--- config.mk ---
export PLATFORM = sky130hd
export DESIGN_NAME = kdp_alu
export DESIGN_NICKNAME = d
export VERILOG_FILES = /design/src/design/knapsack_01_dp_solver_unit_macros.svh /design/src/design/kdp_pkg.sv /design/src/design/kdp_alu.sv
export SDC_FILE = /design/constraint.sdc
export NUM_CORES = 1
export LEC_CHECK = 0
export BUFFER_PORTS_ARGS = -buffer_cell sky130_fd_sc_hd__buf_2
export CAP_MARGIN = 40
export CORE_MARGIN = 2
export CORE_UTILIZATION = 35
export DETAILED_ROUTE_END_ITERATION = 8
export PLACE_DENSITY = 0.62
export SYNTH_ARGS = -nofsm -noshare
export SYNTH_HDL_FRONTEND = slang
export SYNTH_SLANG_ARGS = --single-unit
--- constraint.sdc ---
create_clock -name vclk -period 8.5
set_input_delay 0.85 -clock vclk [all_inputs]
set_output_delay 0.85 -clock vclk [all_outputs]
set_load 0.02 [all_outputs]
--- src/design/knapsack_01_dp_solver_unit_macros.svh ---
// ----------------------------------------------------------------------------
// knapsack solver assertion macros
// Concurrent check macros used by the sequencer module; empty in synthesis.
// ----------------------------------------------------------------------------
`ifndef KNAPSACK_01_DP_SOLVER_UNIT_MACROS_SVH
`define KNAPSACK_01_DP_SOLVER_UNIT_MACROS_SVH
`ifndef SYNTH
`define KDP_ASSERT_IMP(lbl, ck, rn, ante, cons) \
	lbl: assert property (@(posedge ck) disable iff (!rn) (ante) |-> (cons)) \
		else $error("kdp: same-cycle check failed");
`define KDP_ASSERT_NXT(lbl, ck, rn, ante, cons) \
	lbl: assert property (@(posedge ck) disable iff (!rn) (ante) |=> (cons)) \
		else $error("kdp: next-cycle check failed");
`else
`define KDP_ASSERT_IMP(lbl, ck, rn, ante, cons)
`define KDP_ASSERT_NXT(lbl, ck, rn, ante, cons)
`endif
`endif

--- src/design/kdp_pkg.sv ---
// ----------------------------------------------------------------------------
// kdp_pkg
// Shared constants, types and helpers of the 0/1 knapsack solver.
// ----------------------------------------------------------------------------
package kdp_pkg;

	localparam int MAX_ITEMS_DEF    = 32;
	localparam int MAX_CAPACITY_DEF = 255;
	localparam int WEIGHT_W         = 8;
	localparam int ITEM_PROFIT_W    = 16;
	localparam int PROFIT_W         = 21;
	localparam int INDEX_W          = 5;
	localparam int CAPACITY_W       = 8;
	localparam int RES_LIMIT        = 32;
	localparam int CFG_DATA_W       = 32;
	localparam int CFG_ADDR_W       = 3;

	// sequencer states
	typedef enum logic [2:0] {
		ST_IDLE,
		ST_UPD,
		ST_DRAIN,
		ST_TR_BEST,
		ST_TR_LOAD,
		ST_TR_RD,
		ST_TR_CHK,
		ST_FLUSH
	} kdp_state_t;

	// register index as decoded from paddr[2]
	typedef enum logic {
		CFG_CAPACITY = 1'b0
	} cfg_reg_t;

	// memory port enables from the sequencer
	typedef struct packed {
		logic row_rd;
		logic row_we;
		logic keep_rd;
		logic keep_we;
		logic wt_rd;
		logic wt_we;
	} mem_ctrl_t;

	// status flags of the shared arithmetic unit
	typedef struct packed {
		logic ge;
		logic take;
	} alu_flags_t;

	// index width for a store of n entries, at least one bit
	function automatic int idx_width(input int n);
		return (n > 1) ? $clog2(n) : 1;
	endfunction

endpackage

--- src/design/kdp_alu.sv ---
// ----------------------------------------------------------------------------
// kdp_alu
// Shared arithmetic unit: weight subtract and compare, saturating profit add
// with strict compare against the current row entry.
// ----------------------------------------------------------------------------
module kdp_alu import kdp_pkg::*; #(
	parameter int MAX_CAPACITY = MAX_CAPACITY_DEF,
	localparam int CAP_W = idx_width(MAX_CAPACITY + 1),
	localparam int J_W   = (CAP_W > WEIGHT_W) ? CAP_W : WEIGHT_W
) (
	input  logic [CAP_W-1:0]         sub_x,
	input  logic [WEIGHT_W-1:0]      sub_w,
	input  logic [ITEM_PROFIT_W-1:0] add_profit,
	input  logic [PROFIT_W-1:0]      add_old_a,
	input  logic [PROFIT_W-1:0]      add_old_b,
	input  logic                     add_ge,
	output logic [CAP_W-1:0]         sub_diff,
	output logic [PROFIT_W-1:0]      add_new,
	output alu_flags_t               flags
);

	logic [J_W-1:0]        x_ext;
	logic [J_W-1:0]        w_ext;
	logic [J_W-1:0]        diff_full;
	logic [PROFIT_W:0]     sum_full;
	logic [PROFIT_W-1:0]   sum_sat;

	// subtract/compare and saturating add, both feeding the flags
	always_comb begin
		// capacity minus weight, shared by row addressing and trace-back
		x_ext     = J_W'(sub_x);
		w_ext     = J_W'(sub_w);
		diff_full = x_ext - w_ext;
		sub_diff  = diff_full[CAP_W-1:0];
		flags.ge  = (x_ext >= w_ext);
		// profit plus shifted entry, saturated, taken only if strictly better
		sum_full   = (PROFIT_W + 1)'(add_profit) + {1'b0, add_old_b};
		sum_sat    = sum_full[PROFIT_W] ? {PROFIT_W{1'b1}} : sum_full[PROFIT_W-1:0];
		flags.take = add_ge && (sum_sat > add_old_a);
		add_new    = flags.take ? sum_sat : add_old_a;
	end

endmodule

==> results by group, run 1 <==
Outcome
  • Status: completed

Worst setup path
  • CP startpoint kind: primary input
  • Data required, critical path: about 7700 ps
  • Kind of critical path: in2out
  • Slowest cell on crit path: a221oi_4
  • Crit path DAT: between 5000 and 6000 ps
  • CP max stage delay: 570 ps
  • CP cell instances: buf_2, ha_1, fa_1, a211oi_1, o211ai_1, a21oi_1, a21boi_0, or3b_2, nand4_1, ha_1, nand4_1, or2_1, or4_4, a221oi_4, buf_8, mux2_2, buf_2
  • Worst setup EP type: primary output
  • CP Max Fanout: 14

Layout
  • Clock buffers: 0
  • Sequential cell area: 0 µm²
  • FF+latch count: 0
  • Syn-to-layout area delta: 26.9%
  • Antenna Cells: 0
  • Nets: 528
  • Layout Cells excl Fill: 479
  • Fin area: between 2000 and 3000 µm²
  • Fraction of layout cells with a size suffix above 1: 33.4%
  • Fillers: ~630

Floorplanning
  • Rows: 28
  • Placeable Area: 5990 µm²
  • IO Pins: about 110
  • Die ar.: 6920 µm²
  • Die Width: 83.2 µm
  • Starting Density: 36.6%
  • Die height: between 80 and 90 µm

Logic synthesis
  • Synthesized area per cell: ~7.2 µm²
  • Sequential-to-total area share from yosys stat: 0%
  • Cell Area, Synth: roughly 2200 µm²
  • Synth warn: 0
  • Syn_nets: approximately 430
  • Syn Inst Count: approximately 300
  • Synth unique cells: 43

STA
  • Worst-margin pin slew: between 500 and 600 ps
  • Crit share post-route: around three quarters
  • Min Tclk post-route: 6390 ps
  • Slew Viols, Final: 0
  • Slew margin rel.: between 60 and 70%
  • Final Hold Vio Count: 0
  • FMAX: about 0.16 GHz
  • Final setup viols: 0
  • Setup TNS: 0 ps
  • RSZ-0062 raised after global routing: no

Global routing
  • Global-route wire length before repair: ~9.6 mm
  • Gr ovfl total: 0
  • Vias in the first global route: roughly 2300
  • Largest net degree at the start of global routing: 23
  • Initial antenna violation count: 0
  • Overall Global Routing Usage: 15.5%

Drt
  • Initial DRC count: 57
  • DRT Wirelength: approximately 5.7 mm
  • Antenna viol nets, final: 0
  • # DRC: 0
  • Via count: 2421
  • DRT Pass-1 Iters: 4
  • Routed length per instance: approximately 12 µm
  • Via density: between 5 and 6

Worst hold path
  • Hold Crit Start: add_old_a[0]
  • Hold Path End: add_new[0]
  • Worst hold stages: 4
  • Worst hold path type: in2out

Place
  • Cells after DPL: ~480
  • GP Congestion: 0.817
  • IO buf count: around 110
  • HPWL Detailed: ~5.0 mm
  • Placed cell areas: around 2800 µm²

Power and ir drop
  • Leakage: 1.53 nW
  • Pwr/cell area: 87.0 nW/µm²
  • Pwr Total: ~240 µW
  • VDD IR max: slightly above 50 µV

Flow run
  • Max-cap violations: 0

Clock tree
  • Hold Buf Count CTS: 0
  • PostCTS Resize Cnt: 0
  • Number of setup buffers added after CTS: 0
## where the power goes
part	switching (mW)	total (mW)	internal, mW
clock network	0	0	0
registers	0	0	0
logic	0.136	0.242	0.106
## through the flow
step | setup slack (ps) | util, % | hold WS, ps
3_5_place_dp | 1880 | 46.2 | 2060
3_3_place_gp | 1980 | 46.2 | 2050
5_1_grt | 1750 | 46.5 | 2080
6_report | 2110 | 46.5 | 2060
2_1_floorplan | 2780 | - | 1880
4_1_cts | 1860 | 46.2 | 2060
## cell families after synthesis
family                     Yosys count  share of synthesized area (%)
xor gates and xnor gates            18                           7.18
buffers and inverters               48                           9.29
and+or+nand+nor                     75                           16.9
AOI/OAI and AO/OA                   91                           26.5
muxes                               25                           12.7
adders and majority gates           47                           27.5
## layout make-up
class	count	area (µm²)	area share, %
inverter	41	154	5.53
multi-input combinational	256	1990	71.5
tap	75	93.8	3.37
timing repair buffer	107	546	19.6
## cell usage in the layout, fill, tap and decap left out, types with 2 or more instances in the layout
master    Yosys  final
buf_2         1    106
ha_1         45     45
inv_1        41     41
a21oi_1      33     33
nand2_1      32     32
mux2_2       22     22
o21ai_0      19     19
a21o_1       12     12
xnor2_1      10     10
nand4_1       9      9
xor2_1        8      8
nor2_1        8      8
o211ai_1      5      5
nand2b_1      5      5
nand3_1       5      5
nor3_1        4      4
o21a_1        4      4
a211oi_1      3      3
a31oi_1       3      3
nor2b_1       3      3
mux2i_1       3      3
a21boi_0      2      2
nand3b_1      2      2
fa_1          2      2
## worst max path at each step
stage,start,to
CTS,add_profit[0],add_new[17]
global route,add_profit[0],add_new[17]
finish,add_profit[0],add_new[17]
floorplan,add_profit[0],add_new[0]
detailed placement,add_profit[0],add_new[17]
global placement,add_profit[0],add_new[13]
## routing by layer
metal / part of all wire (%) / routed length (µm) / vias to the layer above / GRT usage, %
li1: - / - / 1306 / -
met1: 48 / 2720 / 1062 / 21.1
met2: 48 / 2750 / 53 / 29.0
met3: 3.4 / 193 / 0 / 0.398
met4: 0 / 0 / 0 / 0
met5: 0 / 0 / - / 0
## critical path, delay by kind of cell
family / cells / cell delay (ps)
muxes: 1 / 350
AOI/OAI and AO/OA: 5 / 1460
buffers and inverters: 3 / 490
adders and majority gates: 3 / 810
and+or+nand+nor: 5 / 1560
## cells in the mapped netlist, types with 4 or more instances
| master | instances | area (µm²) |
|---|---|---|
| a21oi_1 | 33 | 165 |
| a21o_1 | 12 | 90.1 |
| o21ai_0 | 19 | 95.1 |
| nand3_1 | 5 | 25.0 |
| o211ai_1 | 5 | 37.5 |
| nor2_1 | 8 | 30.0 |
| xor2_1 | 8 | 70.1 |
| nor3_1 | 4 | 20.0 |
| o21a_1 | 4 | 30.0 |
| mux2_2 | 22 | 248 |
| inv_1 | 41 | 154 |
| ha_1 | 45 | 563 |
| nand4_1 | 9 | 56.3 |
| xnor2_1 | 10 | 87.6 |
| nand2_1 | 32 | 120 |
| nand2b_1 | 5 | 31.3 |
Power figures use the tool's default switching activity.
==> run 2, diff against run 1 <==
==> constraint.sdc (replaced) <==
create_clock -name vclk -period 6.5
set_input_delay 0.65 -clock vclk [all_inputs]
set_output_delay 0.65 -clock vclk [all_outputs]
set_load 0.02 [all_outputs]
==> run 2 against run 1 <==
  * Design area down 0.27%
  * Global-route usage grew 1.0 points
  * Clock-buffer cell count unchanged
  * Combinational power up 31%
  * Routed wire length increased by 0.69%
  * Worst setup slack got worse by 1700 ps
  * Core utilization fell by 0.13 points
  * Hold slack got worse by 400 ps
  * Flip-flop and latch count is the same
  * Sequential share of layout area unchanged
  * Highest routed layer unchanged
==> results by group, run 2 (synthesized netlist as in run 1, its figures left out) <==
STA
  • Final Hold Slack: 1650 ps (-405 ps)
  • Slew Viols, Final: 0 (unchanged)
  • Slew margin rel.: 57.8% (-4.0 points)
  • FMAX: about 0.17 GHz
  • Final Hold Vio Count: 0 (unchanged)
  • Crit share post-route: approximately 93%
  • Setup TNS: 0 ps (unchanged)
  • Worst-margin pin slew: 632 ps (+72.8 ps)
  • Setup WS post-layout: 456 ps (-1650 ps)
  • Final setup viols: 0 (unchanged)
  • RSZ-0062 raised after global routing: no
  • Min Tclk post-route: 6040 ps

Worst setup path
  • CP Max Fanout: 15 (+1)
  • Crit path DAT: 5390 ps (-150 ps)
  • Kind of critical path: in2out
  • Worst setup EP type: primary output
  • Data required, critical path: 5850 ps (-1800 ps)
  • CP startpoint kind: primary input

Drt
  • # DRC: 0 (unchanged)
  • Initial DRC count: 85 (+49%)
  • Routed length per instance: 11.9 µm (+0.69%)
  • Via count: 2455 (+1.4%)
  • DRT Pass-1 Iters: 4 (unchanged)
  • Via density: 5.13 (+1.4%)
  • Antenna viol nets, final: 0 (unchanged)
  • DRT Wirelength: 5.70 mm (+0.69%)

Place
  • Setup WS pre-CTS: 469 ps (-1410 ps)
  • GP Congestion: 0.830 (+1.5%)
  • HPWL Detailed: 5.13 mm (+2.2%)
  • IO buf count: 106 (unchanged)

Clock tree
  • Number of setup buffers added after CTS: 0 (unchanged)
  • PostCTS Resize Cnt: 0 (unchanged)
  • Hold Buf Count CTS: 0 (unchanged)

Power and ir drop
  • Clk pwr share: 0% (unchanged)
  • Flop pwr share: 0% (unchanged)
  • Pwr/cell area: 114 nW/µm² (+31%)
  • Switch Pwr: 177 µW (+30%)
  • Switch share: 56.1% (about the same)
  • Design internal power: 139 µW (+30%)
  • Pwr Total: 316 µW (+30%)
  • Logic pwr share: 100.0% (about the same)
  • Leakage: 1.53 nW (-0.14%)
  • VDD IR max: 54.5 µV (+6.2%)

Layout
  • Nets: 528 (unchanged)
  • Commonest non-fill, non-tap cell in the layout: buf_2
  • Commonest cells after routing, fill and taps aside: 106 x buf_2, 45 x ha_1, 41 x inv_1
  • Antenna Cells: 0 (unchanged)
  • Clock buffers: 0 (unchanged)
  • Syn-to-layout area delta: 26.5%
  • Fraction of layout cells with a size suffix above 1: 33.4% (unchanged)
  • Final Util: 46.3% (-0.13 points)
  • FF+latch count: 0 (unchanged)
  • Sequential cell area: 0 µm² (unchanged)

Floorplanning
  • Die ar.: 6920 µm² (unchanged)
  • Starting Density: 36.6% (unchanged)
  • Die height: 83.2 µm (unchanged)
  • Rows: 28 (unchanged)
  • IO Pins: 106 (unchanged)
  • Placeable Area: 5990 µm² (unchanged)
  • Die Width: 83.2 µm (unchanged)

Global routing
  • Largest net degree at the start of global routing: 19 (-17%)
  • Vias in the first global route: 2386 (+4.3%)
  • Overall Global Routing Usage: 16.5% (+1.0 points)
  • Initial antenna violation count: 0 (unchanged)
  • Global-route wire length before repair: 10.2 mm (+6.8%)
  • Gr ovfl total: 0 (unchanged)

Flow run
  • Max-cap violations: 0 (unchanged)

Outcome
  • Status: completed

Worst hold path
  • Worst hold path type: in2out
-- run 2: routing by layer --
layer,part of all wire [%],track usage [%],vias to the layer above
li1,-,-,1303
met1,46,22.0,1097
met4,0,0.298,0
met5,0,0,-
met3,4.4,1.09,0
met2,49,30.8,55
-- run 2: path summary, 6_finish.rpt --
| kind | to | slack (ps) | startpoint | depth (start not counted) |
|---|---|---|---|---|
| max | add_new[13] | 460 | add_profit[0] | 17 |
| min | add_new[0] | 1650 | add_old_a[0] | 4 |
-- run 2: cell type report --
cell class | count | area, µm²
Inverter | 41 | 154
Tap cell | 75 | 93.8
Timing Repair Buffer | 107 | 538
Fill cell | 631 | 3210
Multi-Input combinational cell | 256 | 1990
-- run 2: critical path, stage by stage --
cell,delay (ps)
buf_2,100
ha_1,220
fa_1,430
a211oi_1,290
o211ai_1,120
a21oi_1,290
a21boi_0,220
or3b_2,500
nand4_1,140
ha_1,160
nand4_1,120
or2_1,300
or4_4,560
a221oi_4,480
buf_4,310
mux2_2,360
buf_2,160
-- run 2: per-stage QoR --
| step | area [µm²] | instances |
|---|---|---|
| after floorplan | 2190 | 304 |
| after global placement | 2780 | 479 |
| after detailed placement | 2780 | 479 |
| after CTS | 2780 | 479 |
| after global routing | 2780 | 479 |
| final | 2780 | 479 |
-- run 2: power groups by stage --
stage	clock [mW]	combinational (mW)	sequential [mW]
floorplan	0	0.228	0
global placement	0	0.314	0
detailed placement	0	0.317	0
CTS	0	0.319	0
global route	0	0.358	0
finish	0	0.316	0
==> run 3, diff against run 2 <==
--- a/config.mk
+++ b/config.mk
@@ -5,12 +5,11 @@
 export SDC_FILE = /design/constraint.sdc
 export NUM_CORES = 1
 export LEC_CHECK = 0
-export BUFFER_PORTS_ARGS = -buffer_cell sky130_fd_sc_hd__buf_2
+export BUFFER_PORTS_ARGS = -buffer_cell sky130_fd_sc_hd__clkbuf_2
 export CAP_MARGIN = 40
 export CORE_MARGIN = 2
 export CORE_UTILIZATION = 35
 export DETAILED_ROUTE_END_ITERATION = 8
-export PLACE_DENSITY = 0.62
 export SYNTH_ARGS = -nofsm -noshare
 export SYNTH_HDL_FRONTEND = slang
 export SYNTH_SLANG_ARGS = --single-unit
==> run 3 against run 2 <==
  * Non-clock buffer count unchanged
  * Clock-buffer cell count is the same
  * Fmax up 3.2%
  * Worst setup slack gained 190 ps
  * Critical path type unchanged
==> results by group, run 3 (synthesized netlist as in run 1, its figures left out) <==
Global routing
  • Most used routing layer: met2
  • GRT met1 Usage: 23.0% (+0.95 points)
  • Met3 GRT Util: 0.795% (-0.30 points)
  • Initial antenna violation count: 0 (unchanged)
  • GR Util met2: 29.6% (-1.2 points)
  • Global-route wire length before repair: 10.2 mm (-0.14%)
  • Vias in the first global route: 2401 (+0.63%)
  • Overall Global Routing Usage: 16.5% (-0.041 points)
  • Largest net degree at the start of global routing: 22 (+3)
  • Gr ovfl total: 0 (unchanged)

Layout
  • Fraction of layout cells with a size suffix above 1: 33.4% (unchanged)
  • Nets: 528 (unchanged)
  • Commonest non-fill, non-tap cell in the layout: clkbuf_2
  • Clock buffers: 0 (unchanged)
  • Layout Cells excl Fill: 479 (unchanged)
  • FF+latch count: 0 (unchanged)
  • Final Util: 46.3% (unchanged)
  • Commonest cells after routing, fill and taps aside: 106 x clkbuf_2, 45 x ha_1, 41 x inv_1
  • Sequential cell area: 0 µm² (unchanged)
  • Antenna Cells: 0 (unchanged)
  • Syn-to-layout area delta: 26.5% (unchanged)

STA
  • Worst-margin pin slew: 612 ps (-19.6 ps)
  • Setup TNS: 0 ps (unchanged)
  • RSZ-0062 raised after global routing: no
  • Min Tclk post-route: 5860 ps (-186 ps)
  • Slew margin rel.: 59.1% (+1.3 points)
  • Crit share post-route: 90.1% (-2.9 points)
  • Slew Viols, Final: 0 (unchanged)
  • FMAX: 0.171 GHz (+3.2%)
  • Final Hold Vio Count: 0 (unchanged)
  • Final setup viols: 0 (unchanged)

Worst setup path
  • CP max stage delay: 550 ps (about the same)
  • Data required, critical path: 5850 ps (about the same)
  • Kind of critical path: in2out
  • CP Max Fanout: 21 (+6)
  • Slowest cell on crit path: or4_4
  • CP cell instances: clkbuf_2, ha_1, fa_1, a211oi_1, o211ai_1, a21oi_1, a21boi_0, or3b_2, nand4_1, ha_1, nand4_1, or2_1, or4_4, a221oi_4, buf_4, mux2_2, clkbuf_2
  • Worst setup EP type: primary output
  • Worst Path Buf+Inv: 3 (unchanged)
  • Crit path DAT: 5210 ps (-180 ps)
  • Top Family by Delay on Critical Path: simple AND/OR/NAND/NOR gates
  • CP startpoint kind: primary input

Floorplanning
  • Starting Density: 36.6% (unchanged)
  • Placeable Area: 5990 µm² (unchanged)
  • Die Width: 83.2 µm (unchanged)
  • Die height: 83.2 µm (unchanged)
  • Rows: 28 (unchanged)
  • IO Pins: 106 (unchanged)
  • Die ar.: 6920 µm² (unchanged)

Worst hold path
  • Hold Crit Start: add_old_a[0]
  • Worst hold stages: 4 (unchanged)
  • Hold Path End: add_new[0]
  • Worst hold path type: in2out

Drt
  • Antenna viol nets, final: 0 (unchanged)
  • Via density: 5.15 (+0.45%)
  • # DRC: 0 (unchanged)
  • Initial DRC count: 80 (-5.9%)
  • Via count: 2466 (+0.45%)
  • DRT Pass-1 Iters: 4 (unchanged)
  • Routed length per instance: 12.1 µm (+1.9%)
  • DRT Wirelength: 5.81 mm (+1.9%)

Place
  • Cells after DPL: 479 (unchanged)
  • GP Congestion: 0.840 (+1.2%)
  • HPWL Detailed: 5.22 mm (+1.7%)
  • IO buf count: 106 (unchanged)

Power and ir drop
  • Leakage: 1.55 nW (+1.5%)
  • Pwr/cell area: 115 nW/µm² (+0.88%)
  • VDD IR max: 61.3 µV (+12%)

Flow run
  • Max-cap violations: 0 (unchanged)

Clock tree
  • Hold Buf Count CTS: 0 (unchanged)
  • Number of setup buffers added after CTS: 0 (unchanged)
  • PostCTS Resize Cnt: 0 (unchanged)

Outcome
  • Status: completed
## run 3: stage by stage
stage	worst slack [ps]	hold WS (ps)	instance area [µm²]	power (mW)
floorplan	1180	1480	2190	0.228
global placement	759	1640	2780	0.317
detailed placement	650	1650	2780	0.318
CTS	636	1650	2780	0.321
global route	306	1680	2780	0.359
finish	643	1640	2780	0.318
## run 3: worst max-delay path by stage
| stage | from | end | slack [ps] | cells after the start |
|---|---|---|---|---|
| global route | add_profit[0] | add_new[5] | 310 | 17 |
| global placement | add_profit[6] | add_new[9] | 760 | 16 |
| finish | add_profit[0] | add_new[8] | 640 | 17 |
| floorplan | add_profit[0] | add_new[0] | 1180 | 15 |
| detailed placement | add_profit[0] | add_new[5] | 650 | 17 |
| CTS | add_profit[0] | add_new[5] | 640 | 17 |
## run 3: per-layer routing
metal  up-vias  part of all wire (%)
met5         -                     0
met4         0                  0.24
met3         2                   5.1
met2        67                    46
met1      1087                    48
li1       1310                     -
## run 3: power breakdown
group	internal, mW	leakage (nW)	switching, mW
combinational	0.138	1.55	0.180
sequential	0	0	0
clock	0	0	0
total	0.138	1.55	0.180
## run 3: area by class of cell
type	instances	area (µm²)
Tap cell	75	93.8
Inverter	41	154
Fill cell	615	3210
Timing Repair Buffer	107	538
Multi-Input combinational cell	256	1990
