File: src/design/knapsack_01_dp_solver_unit_macros.svh
// ----------------------------------------------------------------------------
// knapsack solver assertion macros
// Concurrent check macros used by the sequencer module; empty in synthesis.
// ----------------------------------------------------------------------------
`ifndef KNAPSACK_01_DP_SOLVER_UNIT_MACROS_SVH
`define KNAPSACK_01_DP_SOLVER_UNIT_MACROS_SVH
`ifndef SYNTH
`define KDP_ASSERT_IMP(lbl, ck, rn, ante, cons) \
	lbl: assert property (@(posedge ck) disable iff (!rn) (ante) |-> (cons)) \
		else $error("kdp: same-cycle check failed");
`define KDP_ASSERT_NXT(lbl, ck, rn, ante, cons) \
	lbl: assert property (@(posedge ck) disable iff (!rn) (ante) |=> (cons)) \
		else $error("kdp: next-cycle check failed");
`else
`define KDP_ASSERT_IMP(lbl, ck, rn, ante, cons)
`define KDP_ASSERT_NXT(lbl, ck, rn, ante, cons)
`endif
`endif

File: src/design/kdp_pkg.sv
// ----------------------------------------------------------------------------
// kdp_pkg
// Shared constants, types and helpers of the 0/1 knapsack solver.
// ----------------------------------------------------------------------------
package kdp_pkg;

	localparam int MAX_ITEMS_DEF    = 32;
	localparam int MAX_CAPACITY_DEF = 255;
	localparam int WEIGHT_W         = 8;
	localparam int ITEM_PROFIT_W    = 16;
	localparam int PROFIT_W         = 21;
	localparam int INDEX_W          = 5;
	localparam int CAPACITY_W       = 8;
	localparam int RES_LIMIT        = 32;
	localparam int CFG_DATA_W       = 32;
	localparam int CFG_ADDR_W       = 3;

	// sequencer states
	typedef enum logic [2:0] {
		ST_IDLE,
		ST_UPD,
		ST_DRAIN,
		ST_TR_BEST,
		ST_TR_LOAD,
		ST_TR_RD,
		ST_TR_CHK,
		ST_FLUSH
	} kdp_state_t;

	// register index as decoded from paddr[2]
	typedef enum logic {
		CFG_CAPACITY = 1'b0
	} cfg_reg_t;

	// memory port enables from the sequencer
	typedef struct packed {
		logic row_rd;
		logic row_we;
		logic keep_rd;
		logic keep_we;
		logic wt_rd;
		logic wt_we;
	} mem_ctrl_t;

	// status flags of the shared arithmetic unit
	typedef struct packed {
		logic ge;
		logic take;
	} alu_flags_t;

	// index width for a store of n entries, at least one bit
	function automatic int idx_width(input int n);
		return (n > 1) ? $clog2(n) : 1;
	endfunction

endpackage

File: src/design/kdp_ctrl.sv
// ----------------------------------------------------------------------------
// kdp_ctrl
// Sequencer: row update sweep per item, trace-back over the keep bits and
// the result register.
// ----------------------------------------------------------------------------
`include "knapsack_01_dp_solver_unit_macros.svh"

module kdp_ctrl import kdp_pkg::*; #(
	parameter int MAX_ITEMS    = MAX_ITEMS_DEF,
	parameter int MAX_CAPACITY = MAX_CAPACITY_DEF,
	localparam int CAP_W   = idx_width(MAX_CAPACITY + 1),
	localparam int IDX_W   = idx_width(MAX_ITEMS),
	localparam int CNT_W   = $clog2(MAX_ITEMS + 1),
	localparam int KA_W    = IDX_W + CAP_W,
	localparam int CE_W    = (CAP_W > CAPACITY_W) ? CAP_W : CAPACITY_W,
	localparam int FOUND_W = $clog2(RES_LIMIT + 1)
) (
	input  logic                     clk,
	input  logic                     arst_n,
	input  logic                     in_valid,
	output logic                     in_ready,
	input  logic [WEIGHT_W-1:0]      in_weight,
	input  logic [ITEM_PROFIT_W-1:0] in_profit,
	input  logic                     in_last,
	input  logic [CAPACITY_W-1:0]    capacity,
	output mem_ctrl_t                mem_ctrl,
	output logic [CAP_W-1:0]         row_ra,
	output logic [CAP_W-1:0]         row_rb,
	output logic [CAP_W-1:0]         row_wa,
	output logic [PROFIT_W-1:0]      row_wd,
	input  logic [PROFIT_W-1:0]      row_rd_a,
	input  logic [PROFIT_W-1:0]      row_rd_b,
	output logic [KA_W-1:0]          keep_ra,
	output logic [KA_W-1:0]          keep_wa,
	output logic                     keep_wd,
	input  logic                     keep_rd,
	output logic [IDX_W-1:0]         wt_ra,
	output logic [IDX_W-1:0]         wt_wa,
	output logic [WEIGHT_W-1:0]      wt_wd,
	input  logic [WEIGHT_W-1:0]      wt_rd,
	output logic [CAP_W-1:0]         sub_x,
	output logic [WEIGHT_W-1:0]      sub_w,
	output logic [ITEM_PROFIT_W-1:0] add_profit,
	output logic [PROFIT_W-1:0]      add_old_a,
	output logic [PROFIT_W-1:0]      add_old_b,
	output logic                     add_ge,
	input  logic [CAP_W-1:0]         sub_diff,
	input  logic [PROFIT_W-1:0]      add_new,
	input  alu_flags_t               alu_flags,
	output logic                     out_valid,
	input  logic                     out_ready,
	output logic [INDEX_W-1:0]       out_index,
	output logic                     out_chosen,
	output logic [PROFIT_W-1:0]      out_profit,
	output logic                     out_overflow,
	output logic                     out_last
);

	kdp_state_t state_q, state_d;

	logic [CNT_W-1:0]         count_q;
	logic                     dropped_q;
	logic                     last_q;
	logic [WEIGHT_W-1:0]      weight_q;
	logic [ITEM_PROFIT_W-1:0] profit_q;
	logic [CAP_W-1:0]         j_q;
	logic                     upd_valid_s1;
	logic [CAP_W-1:0]         upd_j_s1;
	logic                     upd_ge_s1;
	logic [CAP_W-1:0]         k_q;
	logic [CNT_W-1:0]         rem_q;
	logic [FOUND_W-1:0]       found_q;
	logic                     pend_q;
	logic [INDEX_W-1:0]       pend_idx_q;
	logic [PROFIT_W-1:0]      best_q;
	logic                     out_valid_q;
	logic [INDEX_W-1:0]       out_index_q;
	logic                     out_chosen_q;
	logic [PROFIT_W-1:0]      out_profit_q;
	logic                     out_overflow_q;
	logic                     out_last_q;

	logic                     in_fire;
	logic                     has_room;
	logic                     first;
	logic                     tr_done;
	logic                     out_free;
	logic                     proceed;
	logic                     load_chk;
	logic                     load_flush;
	logic [CE_W-1:0]          cap_ext;
	logic [CAP_W-1:0]         cap_eff;
	logic [CNT_W-1:0]         tr_idx;
	logic [INDEX_W+CNT_W-1:0] tr_idx_ext;
	logic [INDEX_W-1:0]       tr_idx5;

	// handshake and status terms
	always_comb begin
		in_ready   = (state_q == ST_IDLE);
		in_fire    = in_valid && in_ready;
		has_room   = (count_q < CNT_W'(MAX_ITEMS));
		first      = (count_q == '0);
		tr_done    = (rem_q == '0) || (found_q == FOUND_W'(RES_LIMIT));
		out_free   = !out_valid_q || out_ready;
		proceed    = !(keep_rd && pend_q) || out_free;
		cap_ext    = CE_W'(capacity);
		cap_eff    = (cap_ext > CE_W'(MAX_CAPACITY)) ? CAP_W'(MAX_CAPACITY)
			: cap_ext[CAP_W-1:0];
		tr_idx     = rem_q - 1'b1;
		tr_idx_ext = {{INDEX_W{1'b0}}, tr_idx};
		tr_idx5    = tr_idx_ext[INDEX_W-1:0];
	end

	// next state
	always_comb begin
		state_d = state_q;
		unique case (state_q)
			ST_IDLE: begin
				if (in_fire) begin
					if (has_room) begin
						state_d = ST_UPD;
					end else if (in_last) begin
						state_d = ST_TR_BEST;
					end
				end
			end
			ST_UPD: begin
				if (j_q == '0) begin
					state_d = ST_DRAIN;
				end
			end
			ST_DRAIN:   state_d = last_q ? ST_TR_BEST : ST_IDLE;
			ST_TR_BEST: state_d = ST_TR_LOAD;
			ST_TR_LOAD: state_d = ST_TR_RD;
			ST_TR_RD:   state_d = tr_done ? ST_FLUSH : ST_TR_CHK;
			ST_TR_CHK: begin
				if (proceed) begin
					state_d = ST_TR_RD;
				end
			end
			ST_FLUSH: begin
				if (out_free) begin
					state_d = ST_IDLE;
				end
			end
			default: state_d = ST_IDLE;
		endcase
	end

	// memory enables and result loads
	always_comb begin
		mem_ctrl         = '0;
		mem_ctrl.row_we  = upd_valid_s1;
		mem_ctrl.keep_we = upd_valid_s1;
		load_chk         = 1'b0;
		load_flush       = 1'b0;
		unique case (state_q)
			ST_UPD:     mem_ctrl.row_rd = 1'b1;
			ST_DRAIN:   mem_ctrl.wt_we = 1'b1;
			ST_TR_BEST: mem_ctrl.row_rd = 1'b1;
			ST_TR_RD: begin
				mem_ctrl.keep_rd = !tr_done;
				mem_ctrl.wt_rd   = !tr_done;
			end
			ST_TR_CHK:  load_chk = proceed && keep_rd && pend_q;
			ST_FLUSH:   load_flush = out_free;
			default: ;
		endcase
	end

	// addresses and shared unit operands
	always_comb begin
		sub_x      = (state_q == ST_UPD) ? j_q : k_q;
		sub_w      = (state_q == ST_UPD) ? weight_q : wt_rd;
		row_ra     = (state_q == ST_TR_BEST) ? cap_eff : j_q;
		row_rb     = sub_diff;
		add_profit = profit_q;
		add_old_a  = first ? '0 : row_rd_a;
		add_old_b  = first ? '0 : row_rd_b;
		add_ge     = upd_ge_s1;
		row_wa     = upd_j_s1;
		row_wd     = add_new;
		keep_wa    = {count_q[IDX_W-1:0], upd_j_s1};
		keep_wd    = alu_flags.take;
		keep_ra    = {tr_idx[IDX_W-1:0], k_q};
		wt_ra      = tr_idx[IDX_W-1:0];
		wt_wa      = count_q[IDX_W-1:0];
		wt_wd      = weight_q;
	end

	// state and control registers
	always_ff @(posedge clk or negedge arst_n) begin
		if (!arst_n) begin
			state_q      <= ST_IDLE;
			count_q      <= '0;
			dropped_q    <= 1'b0;
			upd_valid_s1 <= 1'b0;
			pend_q       <= 1'b0;
			found_q      <= '0;
			rem_q        <= '0;
			out_valid_q  <= 1'b0;
		end else begin
			state_q      <= state_d;
			upd_valid_s1 <= (state_q == ST_UPD);
			if (in_fire && !has_room) begin
				dropped_q <= 1'b1;
			end
			if (state_q == ST_DRAIN) begin
				count_q <= count_q + 1'b1;
			end
			if (state_q == ST_TR_LOAD) begin
				rem_q   <= count_q;
				found_q <= '0;
				pend_q  <= 1'b0;
			end
			if (state_q == ST_TR_CHK && proceed) begin
				rem_q <= rem_q - 1'b1;
				if (keep_rd) begin
					found_q <= found_q + 1'b1;
					pend_q  <= 1'b1;
				end
			end
			if (load_flush) begin
				count_q   <= '0;
				dropped_q <= 1'b0;
				pend_q    <= 1'b0;
			end
			// result register: a load wins over a take
			if (load_chk || load_flush) begin
				out_valid_q <= 1'b1;
			end else if (out_ready) begin
				out_valid_q <= 1'b0;
			end
		end
	end

	// payload registers
	always_ff @(posedge clk) begin
		if (in_fire) begin
			weight_q <= in_weight;
			profit_q <= in_profit;
			last_q   <= in_last;
			j_q      <= CAP_W'(MAX_CAPACITY);
		end else if (state_q == ST_UPD && j_q != '0) begin
			j_q <= j_q - 1'b1;
		end
		upd_j_s1  <= j_q;
		upd_ge_s1 <= alu_flags.ge;
		if (state_q == ST_TR_BEST) begin
			k_q <= cap_eff;
		end
		if (state_q == ST_TR_LOAD) begin
			best_q <= row_rd_a;
		end
		if (state_q == ST_TR_CHK && proceed && keep_rd) begin
			k_q        <= sub_diff;
			pend_idx_q <= tr_idx5;
		end
		if (load_chk) begin
			out_index_q    <= pend_idx_q;
			out_chosen_q   <= 1'b1;
			out_profit_q   <= best_q;
			out_overflow_q <= dropped_q;
			out_last_q     <= 1'b0;
		end else if (load_flush) begin
			out_index_q    <= pend_q ? pend_idx_q : '0;
			out_chosen_q   <= pend_q;
			out_profit_q   <= best_q;
			out_overflow_q <= dropped_q;
			out_last_q     <= 1'b1;
		end
	end

	assign out_valid    = out_valid_q;
	assign out_index    = out_index_q;
	assign out_chosen   = out_chosen_q;
	assign out_profit   = out_profit_q;
	assign out_overflow = out_overflow_q;
	assign out_last     = out_last_q;

	// checks
	`KDP_ASSERT_IMP(a_idle_no_write, clk, arst_n, state_q == ST_IDLE, !upd_valid_s1)
	`KDP_ASSERT_IMP(a_keep_fits, clk, arst_n, state_q == ST_TR_CHK && keep_rd, alu_flags.ge)
	`KDP_ASSERT_NXT(a_chk_push, clk, arst_n, load_chk, out_valid_q && !out_last_q)
	`KDP_ASSERT_IMP(a_count_range, clk, arst_n, 1'b1, count_q <= CNT_W'(MAX_ITEMS))

endmodule

File: config.mk
export PLATFORM = sky130hd
export DESIGN_NAME = kdp_ctrl
export DESIGN_NICKNAME = d
export VERILOG_FILES = /design/src/design/kdp_pkg.sv /design/src/design/kdp_ctrl.sv
export VERILOG_INCLUDE_DIRS = /design/src /design/src/design
export SDC_FILE = /design/constraint.sdc
export NUM_CORES = 1
export LEC_CHECK = 0
export BUFFER_PORTS_ARGS = -buffer_cell sky130_fd_sc_hd__buf_2
export CAP_MARGIN = 10
export CORE_MARGIN = 3
export CORE_UTILIZATION = 40
export DETAILED_ROUTE_END_ITERATION = 6
export GPL_TIMING_DRIVEN = 0
export PLACE_DENSITY_LB_ADDON = 0.1
export SYNTH_ARGS = -nofsm -noshare
export SYNTH_HDL_FRONTEND = slang
export SYNTH_SLANG_ARGS = --single-unit
export TNS_END_PERCENT = 100
File: constraint.sdc
create_clock -name clk -period 6.2 [get_ports clk]
set_input_delay 1.86 -clock clk [delete_from_list [all_inputs] [get_ports clk]]
set_output_delay 1.86 -clock clk [all_outputs]
set_load 0.1 [all_outputs]
==> summary.md, run 1 <==
| Metric | Value |
|---|---|
| Result of the run | `finished clean` |
| Syn nets | `585` |
| First DRT Iteration DRCs | `245` |
| CP required | `4.34 ns` |
| Final Hold Fails | `0` |
| YS warnings | `0` |
| Arrival time at the worst endpoint | `2.60 ns` |
| Design Area, Final | `8100 um2` |
| Yosys cell types | `47` |
| Critical-path top delay cell | `dfrtp_1` |
| Setup violators final | `0` |
| TritonCTS Buffers | `17` |
| Crit. End Element | `output port` |
| Vias in the first global route | `4,406` |
| Count leader, synth | `edfxtp_1` |
| Initial antenna violation count | `0` |
| Number of flops mapped to enable cells by yosys | `86` |
| HP Start | `j_q[1]` |
| Later-pin clock latency in the skew report | `0.40 ns` |
| Top post-synthesis cells by area | `edfxtp_1, dfrtp_1, buf_4, dfxtp_1, mux2_2` |
| Clk_skew | `0.00432 ns` |
| Detailed Place HPWL | `11.4 mm` |
| Pins Over Slew Limit | `0` |
| Root buffer selected by CTS | `clkbuf_16` |
| Crit path cell chain | `buf_2 > nor3b_2 > buf_2 > buf_2 > mux2_2 > buf_2` |
| Buffers on Ports | `298` |
| Sequential share of the synthesized area | `62.8%` |
| Max Freq | `224 MHz` |
| Clock Pin Slew Worst Setup and Hold Paths | `0.05 ns` |
| Total number of H-tree levels | `4` |
| Fillers | `1,224` |
| Boundary pin count | `321` |
| GRT Total Usage | `18.3%` |
| Via/cell ratio | `4.59` |
| Ys flop type | `edfxtp_1` |
| Final wirelength | `14.7 mm` |
| Crit path from | `state_q[2]` |
| Die ar. | `15,700 um2` |
| Routed Antenna Nets | `0` |
| Sink Count | `130` |
| Multi-input combinational cell area | `1590 um2` |
| Global-route wire length before repair | `22.8 mm` |
| Gpl congestion | `0.853` |
| Post-CTS Setup Bufs | `0` |
| Crit path buf inv count | `4` |
| CTS tree | `built` |
| Core area | `13,900 um2` |
| Async S/R FF share, synth | `19.2%` |
| GR Overflow Total | `0` |
| Largest net degree at the start of global routing | `29` |
| Critical R2R Launch | `state_q[1]` |
| Post-synth top cells | `edfxtp_1, buf_4, nand2_1, nor2b_1, dfrtp_1` |
| CTS max path bufs | `2` |
| Pre-antenna DRT Iters | `4` |
| Fin util | `58.1%` |
| Synth area leader | `edfxtp_1` |
| Post-Place Setup Slack | `1.80 ns` |
| # DRC | `0` |
| Die H | `125 um` |
| WS Path Type | `flip-flop to output port` |
| #FFs+latches synth | `130` |
| Starting density of the core | `41.0%` |
| Post-Syn Area | `5710 um2` |
| Final WS setup | `1.74 ns` |
| Tightest Pin Transition | `0.967 ns` |
| Syn Area/Cell | `12.4 um2` |
| Min Tclk post-route | `4.46 ns` |
| Cell row count | `43` |
| Hold-fix buffers, CTS | `0` |
| CTS resizes | `0` |
| Die width | `125 um` |
| N_diodes | `0` |
| Layout cells sized above 1 | `53.1%` |
| Drt wl/cell | `15.1 um` |
| DP Area | `7430 um2` |
| Slew HR | `35.4%` |
| Sequential Area | `3590 um2` |
| Final setup TNS | `0 ns` |
| Worst setup SP type | `flip-flop` |
| Maxcap violations | `0` |
| Period Utilization, post-route | `71.9%` |
| Area Overhead vs Synth | `41.8%` |
| Post-Synthesis Cells | `460` |
| Crit path max fanout | `10` |
| Worst path max stage delay | `0.37 ns` |
| RSZ-0062 raised after global routing | `no` |
| Synth top area share | `45.2%` |
| Vias | `4,456` |
| CP delay by family, top | `buffers and inverters` |
| Crit path top cell by count | `buf_2` |
| Hold Path Class | `flip-flop to flip-flop` |
| Nets | `903` |
[worst register-to-register path: stages (launching register included)]
cell and delay [ns]:
dfrtp_1 0.40, buf_2 0.19, nor3_1 0.32, nand2_1 0.26, inv_1 0.77
[state kept, by name, indices dropped and copies added, names as in the netlist, 3 cells and up]
signal      cells
j_q             8
row_wa          8
found_q         6
add_profit     16
rem_q           6
pend_idx_q      5
state_q         3
out_profit     21
wt_wd           8
best_q         21
count_q         6
out_index       5
k_q             8
[layout by cell type, fill, tap and decap left out, types with 3 or more instances in the layout]
cell,netlist,final
xnor2_1,6,6
o21ai_0,12,12
ha_1,6,6
clkbuf_16,0,17
nor2_1,22,22
nor2b_1,43,43
nand4_1,6,6
or3_1,4,4
a21oi_1,13,13
nor3_1,4,4
and3_1,3,3
nand2b_1,3,3
mux2_2,24,24
inv_1,16,16
buf_2,6,304
and2_1,6,6
nand2_1,45,45
edfxtp_1,86,86
buf_4,56,56
xor2_1,8,8
nand3_1,12,12
dfrtp_1,25,25
dfxtp_1,19,19
clkbuf_1,7,10
bufinv_16,0,5
[worst paths after layout]
check	to	slack (ns)	cells after the start
max	sub_w[4]	1.74	6
min	row_wa[1]	0.41	0
max reg2reg	add_profit[1]	3.88	4
min reg2reg	row_wa[1]	0.41	0
max in group asynchronous	count_q[3]	4.33	1
min in group asynchronous	rem_q[3]	1.47	1
[metal layers]
metal	track usage, %	vias up	share of wire (%)
met3	5.77	11	7.1
met4	3.57	0	0.89
met2	31.2	185	49
met5	0	-	0
li1	-	2176	-
met1	23.1	2084	43
[per-stage QoR]
step,cells,hold WS (ns)
global route,971,0.421
CTS,970,0.411
detailed placement,938,0.405
finish,971,0.406
global placement,938,0.402
floorplan,460,0.369
[cells by family after synthesis]
family          count (synthesis)  share of synthesized area [%]
xor+xnor                       14                           2.15
fa+ha+maj                       6                           1.31
mux                            25                           4.91
compound gates                 40                           4.38
flops                         130                           62.8
simple gates                  160                           15.0
buf+inv                        85                           9.40
[layout make-up]
class / count / share of cell area [%]
clock buffers: 22 / 5.73
multi-input cells: 245 / 19.6
plain buffers: 69 / 5.89
well taps: 180 / 2.78
repair buffers: 299 / 18.8
clock inverters: 10 / 2.22
inverters: 16 / 0.742
flip-flops and latches: 130 / 44.3
Power of run 1 is not shown: default switching activity piles up to over one toggle a cycle in this logic, so the estimate is an artifact.
==> run 2, diff against run 1 <==
- clock period: 6.2 -> 3.7 ns (I/O delays scaled with it)
==> run 2 against run 1 <==
Effect of this change: core utilization down 0.75 points; worst setup slack worse by 1.6 ns; first-iteration DRC count up 6.5%; cell count down 0.31%; register-to-register slack worse by 2.5 ns; critical path depth unchanged; sequential share of layout area up 0.58 points; non-clock buffer count down 1; design area down 1.3%; sequential cell count unchanged; clock skew up 0.0028 ns.
==> summary.md, run 2 (synthesis gave the netlist of run 1 again) <==
| Metric | Value |
|---|---|
| Result of the run | `finished clean` |
| WS Path Type | `flip-flop to output port` |
| Crit. End Element | `output port` |
| WHS | `0.417 ns` |
| Worst setup SP type | `flip-flop` |
| Crit path max fanout | `10` |
| Largest net degree at the start of global routing | `29` |
| Initial antenna violation count | `0` |
| Starting density of the core | `41.0%` |
| Final wirelength | `14.5 mm` |
| Vias | `4,493` |
| GR Overflow Total | `0` |
| Cell row count | `43` |
| Gpl congestion | `0.840` |
| CTS tree | `built` |
| Hold EP | `out_profit[4]` |
| Design Area, Final | `8000 um2` |
| Vias in the first global route | `4,343` |
| Buffers on Ports | `298` |
| Pre-antenna DRT Iters | `4` |
| Clock Pin Slew Worst Setup and Hold Paths | `0.06 ns` |
| RSZ-0062 raised after global routing | `no` |
| Worst reg-to-reg path cell count | `4` |
| Nets | `902` |
| # DRC | `0` |
| HP Start | `best_q[4]` |
| Worst Hold Depth | `0` |
| Min Tclk post-route | `3.56 ns` |
| Die width | `125 um` |
| Sink Count | `130` |
| Later-pin clock latency in the skew report | `0.41 ns` |
| Reg2reg setup slack | `1.43 ns` |
| Setup violators final | `0` |
| Period Utilization, post-route | `96.1%` |
| Most common cell after layout, fill and taps aside | `buf_2` |
| Hold Path Class | `flip-flop to flip-flop` |
| Leading cell types in the layout, fill and taps excluded | `buf_2, edfxtp_1, buf_4` |
| Crit path from | `state_q[2]` |
| Die H | `125 um` |
| Layout cells sized above 1 | `53.9%` |
| GRT Total Usage | `18.1%` |
| Maxcap violations | `0` |
| Worst reg2reg endpoint | `out_profit[17]` |
| Drt wl/cell | `15.0 um` |
| Fillers | `1,209` |
| Global-route wire length before repair | `22.5 mm` |
| Critical R2R Launch | `state_q[1]` |
| Die ar. | `15,700 um2` |
| Final Hold Fails | `0` |
| Boundary pin count | `321` |
| Arrival time at the worst endpoint | `2.45 ns` |
| N_diodes | `0` |
| Detailed Place HPWL | `11.4 mm` |
| Core area | `13,900 um2` |
| CTS max path bufs | `2` |
| Slew HR | `26.6%` |
| Clk_skew | `0.00711 ns` |
| Pins Over Slew Limit | `0` |
| TritonCTS Buffers | `17` |
| DP Area | `7460 um2` |
| Post-CTS Setup Bufs | `0` |
| Area Overhead vs Synth | `40.0%` |
| Root buffer selected by CTS | `clkbuf_16` |
| Via/cell ratio | `4.64` |
| Routed Antenna Nets | `0` |
| Hold-fix buffers, CTS | `0` |
| Max Freq | `281 MHz` |
| CP required | `2.59 ns` |
| First DRT Iteration DRCs | `261` |
| Total number of H-tree levels | `4` |
| Tightest Pin Transition | `1.10 ns` |
[run 2: changes by cell type in the layout (fill, tap and decap cells not counted), sizes merged]
cell and change:
clkinv +4, buf -2, bufinv -4, clkinvlp +3, clkbuf -4
[run 2: critical path, stage by stage (launching register included)]
cell and delay [ns]:
dfrtp_1 0.37, buf_2 0.18, nor3b_2 0.29, clkbuf_4 0.30
buf_4 0.22, mux2_2 0.35, buf_2 0.30
[run 2: worst max path at each step]
| stage | slack, ns | to |
|---|---|---|
| floorplan | -0.37 | wt_ra[4] |
| CTS | 0.06 | sub_w[5] |
| detailed placement | 0.41 | sub_w[5] |
| global placement | 0.44 | sub_w[5] |
| global route | 0.03 | sub_w[2] |
| finish | 0.14 | sub_w[5] |
[run 2: stage by stage]
stage	std cells	utilization [%]	setup TNS [ns]	worst slack [ns]
floorplan	460	-	-0.557	-0.367
global placement	938	53.6	0	0.435
detailed placement	938	53.6	0	0.412
CTS	968	57.3	0	0.0555
global route	968	57.4	0	0.0273
finish	968	57.4	0	0.144
[run 2: routing by layer]
metal	part of all wire [%]	wire length [um]	GRT usage (%)
met1	41	5990	22.6
met2	50	7290	31.0
met3	7.7	1130	5.04
met4	0.90	131	5.17
met5	0	0	0
[run 2: layout make-up]
class	instances	area [um2]	share of cell area (%)
inverter	16	60.1	0.751
tap	180	225	2.82
timing repair buffer	298	1490	18.7
sequential	130	3590	44.9
buffer	69	482	6.03
multi-input combinational	245	1630	20.3
clock inverter	13	97.6	1.22
clock buffer	17	425	5.32
[run 2: repair_timing]
item / CTS / global route
setup endpoints to repair: 9 / 6
endpoints found under the hold margin: 0 / 0
gates resized for setup: 1 / 2
Power of run 2 is left out for the same reason.
